--- src/rtl/nbma_pkg.sv ---
// ----------------------------------------------------------------------------
// nbma_pkg: shared constants and mod-q helpers
// Field widths, modulus, Barrett constants and register codes used by the
// base multiply and accumulate block.
// ----------------------------------------------------------------------------
package nbma_pkg;

    localparam int unsigned COEF_W        = 12;
    localparam int unsigned PAIR_W        = 7;
    localparam int unsigned COL_W         = 2;
    localparam int unsigned CFG_COLS_W    = 3;
    localparam int unsigned COEFFS_DEFAULT = 256;

    localparam int unsigned MODQ          = 3329;
    localparam logic [COEF_W-1:0] MODQ_C  = COEF_W'(MODQ);

    // Barrett reduction of sums below 2^(RED_X_W).
    localparam int unsigned RED_X_W       = 25;
    localparam int unsigned BARRETT_K     = 26;
    localparam int unsigned BARRETT_M     = (1 << BARRETT_K) / MODQ;
    localparam int unsigned BARRETT_M_W   = $clog2(BARRETT_M + 1);

    // Register map: index decoded from paddr[2].
    localparam logic IDX_COLUMNS_IN_ROW   = 1'b0;
    localparam logic [CFG_COLS_W-1:0] COLS_RESET = CFG_COLS_W'(3);
    localparam logic [CFG_COLS_W-1:0] COLS_MAX   = CFG_COLS_W'(4);

    typedef struct packed {
        logic [PAIR_W-1:0] pair;
        logic [COEF_W-1:0] hi;
        logic [COEF_W-1:0] lo;
    } t_result;

    function automatic logic [COEF_W-1:0] reduce_once(input logic [COEF_W-1:0] x);
        logic [COEF_W-1:0] r;
        r = (x >= MODQ_C) ? x - MODQ_C : x;
        return r;
    endfunction

    function automatic logic [COEF_W-1:0] neg_mod(input logic [COEF_W-1:0] x);
        logic [COEF_W-1:0] r;
        r = (x == '0) ? '0 : MODQ_C - x;
        return r;
    endfunction

    function automatic logic [COEF_W-1:0] add_mod(input logic [COEF_W-1:0] a,
                                                   input logic [COEF_W-1:0] b);
        logic [COEF_W:0] s;
        logic [COEF_W:0] r;
        s = {1'b0, a} + {1'b0, b};
        r = (s >= {1'b0, MODQ_C}) ? s - {1'b0, MODQ_C} : s;
        return r[COEF_W-1:0];
    endfunction

endpackage

--- src/rtl/nbma_mod_reduce.sv ---
// ----------------------------------------------------------------------------
// nbma_mod_reduce: two-stage Barrett reduction mod q
// Stage one forms the quotient estimate by a reciprocal multiply, stage two
// subtracts the estimate times q and applies one final correction.
// ----------------------------------------------------------------------------
module nbma_mod_reduce #(
    parameter int unsigned X_W = nbma_pkg::RED_X_W
) (
    input  logic                        i_clk,
    input  logic                        i_en,
    input  logic [X_W-1:0]              i_x,
    output logic [nbma_pkg::COEF_W-1:0] o_r
);

    localparam int unsigned PROD_W = X_W + nbma_pkg::BARRETT_M_W;
    localparam int unsigned QE_W   = PROD_W - nbma_pkg::BARRETT_K;
    localparam int unsigned REM_W  = nbma_pkg::COEF_W + 1;

    logic [PROD_W-1:0]              w_prod;
    logic [QE_W-1:0]                r_qe;
    logic [X_W-1:0]                 r_x;
    logic [X_W-1:0]                 w_rem_full;
    logic [REM_W-1:0]               w_rem;
    logic [REM_W-1:0]               w_fix;
    logic [nbma_pkg::COEF_W-1:0]    r_r;

    assign w_prod = PROD_W'(i_x) * PROD_W'(nbma_pkg::BARRETT_M);

    always_ff @(posedge i_clk) begin
        if (i_en) begin
            r_x  <= i_x;
            r_qe <= w_prod[PROD_W-1:nbma_pkg::BARRETT_K];
        end
    end

    always_comb begin
        w_rem_full = r_x - X_W'(X_W'(r_qe) * X_W'(nbma_pkg::MODQ));
        w_rem      = w_rem_full[REM_W-1:0];
        w_fix      = (w_rem >= REM_W'(nbma_pkg::MODQ)) ? w_rem - REM_W'(nbma_pkg::MODQ)
                                                       : w_rem;
    end

    always_ff @(posedge i_clk) begin
        if (i_en) begin
            r_r <= w_fix[nbma_pkg::COEF_W-1:0];
        end
    end

    assign o_r = r_r;

endmodule
--- config.mk ---
export PLATFORM = sky130hd
export DESIGN_NAME = nbma_mod_reduce
export DESIGN_NICKNAME = d
export VERILOG_FILES = /design/src/rtl/nbma_pkg.sv /design/src/rtl/nbma_mod_reduce.sv
export SDC_FILE = /design/constraint.sdc
export NUM_CORES = 1
export LEC_CHECK = 0
export BUFFER_PORTS_ARGS = -buffer_cell sky130_fd_sc_hd__buf_2
export CAP_MARGIN = 20
export CORE_AREA = 2 2 156 158
export CTS_BUF_LIST = sky130_fd_sc_hd__clkbuf_2
export CTS_CLUSTER_DIAMETER = 50
export DETAILED_ROUTE_END_ITERATION = 8
export DIE_AREA = 0 0 158 160
export PLACE_DENSITY_LB_ADDON = 0.15
export SKIP_CTS_REPAIR_TIMING = 1
export SLEW_MARGIN = 5
export SYNTH_ARGS = -nofsm -noshare
export SYNTH_HDL_FRONTEND = slang
export SYNTH_SLANG_ARGS = --single-unit
export TNS_END_PERCENT = 30
--- constraint.sdc ---
create_clock -name i_clk -period 6 [get_ports i_clk]
set_input_delay 0.9 -clock i_clk [delete_from_list [all_inputs] [get_ports i_clk]]
set_output_delay 0.9 -clock i_clk [all_outputs]
set_load 0.1 [all_outputs]
==> summary.md <==
| Metric | Value |
|---|---|
| First-iteration detailed-routing DRC count | 170 |
| Clock input transition at the sequential cells of the worst setup and hold paths | 0.22 ns |
| Sink of the worst hold path | r_x[1] |
| Outcome | finished with violations |
| Total vias in the final route | 6294 |
| Top-Level Pins | 39 |
| Number of remaining DRC errors | 0 |
| Synthesized area per cell | around 11 sq um |
| Count of inserted antenna diode cells | 0 |
| Aggregate global routing overflow | 0 |
| Tot GR Track Use | 0.168 |
| Setup repair after global routing missed its margin | yes |
| Pin count of the biggest net entering global routing | 39 |
| Net count after synthesis | around 1.2k |
| Kind of path behind the tightest hold check | input pin to flip-flop |
| Instance count of the mapped netlist | between 800 and 900 |
| Fill cell instance count of the final layout | between 2k and 2.5k |
| Post-route fraction of the period consumed by the critical path | 1.04 |
| RR Endpoint | o_r[0] |
| Count of synthesis-stage warnings from yosys | 0 |
| Post-synth EDFFs | 38 |
| Number of nets in the layout | between 1k and 1.5k |
| TritonCTS buffer count | 5 |
| Final setup margin | -0.249 ns |
| Reg-to-reg critical path startpoint | r_qe[0] |
| X dimension of the die | 158 um |
| Worst-Margin Slew | ~0.84 ns |
| Number of optimization iterations in the first detailed-route pass | 4 |
| Fraction of synthesized cell area taken by the top area cell type | 0.352 |
| Critical path origin | i_x[9] |
| Worst-Skew Late Latency | 0.40 ns |
| Tightest slew margin relative to the limit | 0.437 |
| Remaining antenna violation count after routing | 0 |
| Routability congestion estimate | 0.835 |
| Share of post-route cells with drive strength above 1 | 0.206 |
| Core Footprint | between 0.02 and 0.025 sq mm |
| Maximum clock frequency | 0.160 GHz |
| Final Skew | 0.0152 ns |
| Area contributors post-synth | sky130_fd_sc_hd__fa_1 (35%), sky130_fd_sc_hd__ha_1 (24%), sky130_fd_sc_hd__edfxtp_1 (13%) |
| Endpoint arrival time on the critical path | 6.42 ns |
| Proportion of synthesized chip area in sequential cells | 0.126 |
| Cell type with the highest aggregate area in the netlist | sky130_fd_sc_hd__fa_1 |
| Hold wc startpoint | i_x[1] |
| Total length of routed wires | 19.7 mm |
| CTS Root Buffer Type | sky130_fd_sc_hd__clkbuf_2 |
| Number of core rows | 57 |
| Worst-case hold slack | between 0.8 and 0.9 ns |
| Most instantiated library cell after synthesis | sky130_fd_sc_hd__inv_1 |
| R2r worst-path depth | 15 |
| Number of antenna violations at the first check in global routing | 0 |
| Synth async-reset ratio | 0 |
| Via-to-Cell Ratio | about 4.7 |
| Port-buffer cells | 38 |
| Number of flip-flops and latches in the synthesized netlist | 38 |
| Global-route wire length before repair | 33.7 mm |
| Die area | 0.0253 sq mm |
| Crit path time final | 6.25 ns |
| Category of the most critical setup path | input pin to flip-flop |
| Top post-synthesis cells by count | sky130_fd_sc_hd__inv_1 (211), sky130_fd_sc_hd__ha_1 (176), sky130_fd_sc_hd__fa_1 (160) |
| Height of the chip | 160 um |
| Setup violations, final | 2 |
| Max-cap violations | 0 |
| R2R Setup Slk | 1.00 ns |
| Dominant synthesized flop cell | sky130_fd_sc_hd__edfxtp_1 |
| Number of levels the H-tree was split into | 2 |
| Number of global-route vias before repair | 6742 |
| Number of sinks driven by the clock tree | 38 |
| Required time at the worst-slack endpoint | 6.17 ns |
| Deepest clock path buffer count | 2 |
| CP Launch Type | input pin |
| Failing checks | negative setup slack |
| Hpwl dp | 18.0 mm |
| DR WL/cell | 14.6 um |
| CTS tree | done |
| Endpoint type of the worst setup path | flip-flop |
| Area grow syn2layout | 19.9% |
| Unique masters post-synth | 51 |
| Initial standard-cell utilization of the core | 0.382 |
| Critical path peak fanout | 3 |
| Worst hold path stage count | 2 |
| Final count of hold timing violations | 0 |
| Number of pins with negative max-slew slack in the final report | 0 |
| Syn Std Cell Area | 0.00909 sq mm |
how the worst max path moves through the flow:
stage / to
floorplan: r_qe[11]
global placement: r_qe[11]
detailed placement: r_qe[11]
CTS: r_qe[11]
global route: r_qe[11]
finish: r_qe[11]
sequential cells by signal, summed over array words and instances, names as in the netlist:
signal and flops:
o_r 12, r_qe 13, r_x 13
stage by stage:
step / setup TNS [ns] / util / instance area [sq um] / instances / setup slack [ns]
finish: -0.346 / 0.458 / 10900 / 1353 / -0.249
global route: -1.43 / 0.458 / 10900 / 1353 / -0.454
CTS: -1.23 / 0.450 / 10700 / 1346 / -0.386
detailed placement: -5.55 / 0.446 / 10600 / 1338 / -0.870
global placement: -5.15 / 0.446 / 10600 / 1338 / -0.801
floorplan: -0.865 / - / 9120 / 856 / -0.338
layer usage:
layer / routed length, um / GRT usage
met5: 0 / 0
met4: 126 / 0.0188
met3: 303 / 0.0128
met2: 10200 / 0.303
met1: 9100 / 0.228
cell type report:
cell class	instances	area [sq um]	share of cell area
Sequential cell	38	1140	0.105
Tap cell	324	405	0.0372
Clock buffer	5	25.0	0.00230
Inverter	211	800	0.0733
Multi-Input combinational cell	603	7280	0.668
Clock inverter	3	63.8	0.00585
Timing Repair Buffer	169	1180	0.108
placed cells by master, fill, tap and decap left out, types with 3 or more instances in the layout:
| cell | netlist | routed |
|---|---|---|
| sky130_fd_sc_hd__a2111oi_0 | 4 | 3 |
| sky130_fd_sc_hd__a21oi_1 | 28 | 25 |
| sky130_fd_sc_hd__xor2_1 | 7 | 7 |
| sky130_fd_sc_hd__and3_1 | 6 | 6 |
| sky130_fd_sc_hd__a21oi_2 | 0 | 3 |
| sky130_fd_sc_hd__buf_4 | 0 | 132 |
| sky130_fd_sc_hd__nor2b_1 | 7 | 7 |
| sky130_fd_sc_hd__o21a_1 | 15 | 15 |
| sky130_fd_sc_hd__clkbuf_2 | 1 | 5 |
| sky130_fd_sc_hd__a21o_1 | 7 | 7 |
| sky130_fd_sc_hd__edfxtp_1 | 38 | 38 |
| sky130_fd_sc_hd__ha_1 | 176 | 174 |
| sky130_fd_sc_hd__a21boi_0 | 3 | 3 |
| sky130_fd_sc_hd__nor2_1 | 25 | 25 |
| sky130_fd_sc_hd__a211oi_1 | 10 | 4 |
| sky130_fd_sc_hd__nand2b_1 | 4 | 4 |
| sky130_fd_sc_hd__nand2_1 | 20 | 20 |
| sky130_fd_sc_hd__inv_1 | 211 | 207 |
| sky130_fd_sc_hd__nand4_1 | 3 | 3 |
| sky130_fd_sc_hd__buf_2 | 0 | 35 |
| sky130_fd_sc_hd__nor3_1 | 12 | 11 |
| sky130_fd_sc_hd__xnor2_1 | 31 | 31 |
| sky130_fd_sc_hd__o31ai_1 | 6 | 5 |
| sky130_fd_sc_hd__or4_1 | 3 | 3 |
| sky130_fd_sc_hd__fa_1 | 160 | 157 |
| sky130_fd_sc_hd__fa_2 | 0 | 3 |
| sky130_fd_sc_hd__a211oi_2 | 2 | 8 |
| sky130_fd_sc_hd__and2_1 | 3 | 3 |
| sky130_fd_sc_hd__o211ai_1 | 6 | 6 |
| sky130_fd_sc_hd__o21ai_0 | 19 | 17 |
| sky130_fd_sc_hd__nand3_1 | 10 | 9 |
| sky130_fd_sc_hd__a31oi_1 | 4 | 4 |
worst max-delay path, stage by stage:
cell	delay [ns]
sky130_fd_sc_hd__buf_2	0.14
sky130_fd_sc_hd__fa_2	0.60
sky130_fd_sc_hd__fa_1	0.46
sky130_fd_sc_hd__fa_1	0.54
sky130_fd_sc_hd__fa_1	0.43
sky130_fd_sc_hd__fa_1	0.50
sky130_fd_sc_hd__inv_1	0.05
sky130_fd_sc_hd__fa_1	0.49
sky130_fd_sc_hd__inv_2	0.05
sky130_fd_sc_hd__ha_4	0.26
sky130_fd_sc_hd__o211ai_1	0.08
sky130_fd_sc_hd__or3_1	0.36
sky130_fd_sc_hd__a21oi_2	0.19
sky130_fd_sc_hd__o2111ai_2	0.16
sky130_fd_sc_hd__a211oi_2	0.27
sky130_fd_sc_hd__o21ai_2	0.12
sky130_fd_sc_hd__o211a_1	0.24
sky130_fd_sc_hd__o211ai_1	0.14
sky130_fd_sc_hd__or4b_1	0.43
cells by family (layout without fill, tap and decap cells):
kind of cell | after synthesis | count (layout) | share of synthesized area
XOR/XNOR | 38 | 38 | 0.0366
buffers and inverters | 215 | 388 | 0.0889
AO/OA/AOI/OAI | 125 | 125 | 0.0958
adder cells (fa/ha/maj) | 336 | 336 | 0.595
AND/OR/NAND/NOR | 103 | 103 | 0.0571
flip-flops | 38 | 38 | 0.126
multiplexers | 1 | 1 | 0.00124
Power is not shown: default switching activity piles up to over one toggle a cycle in this logic, so the estimate is an artifact.
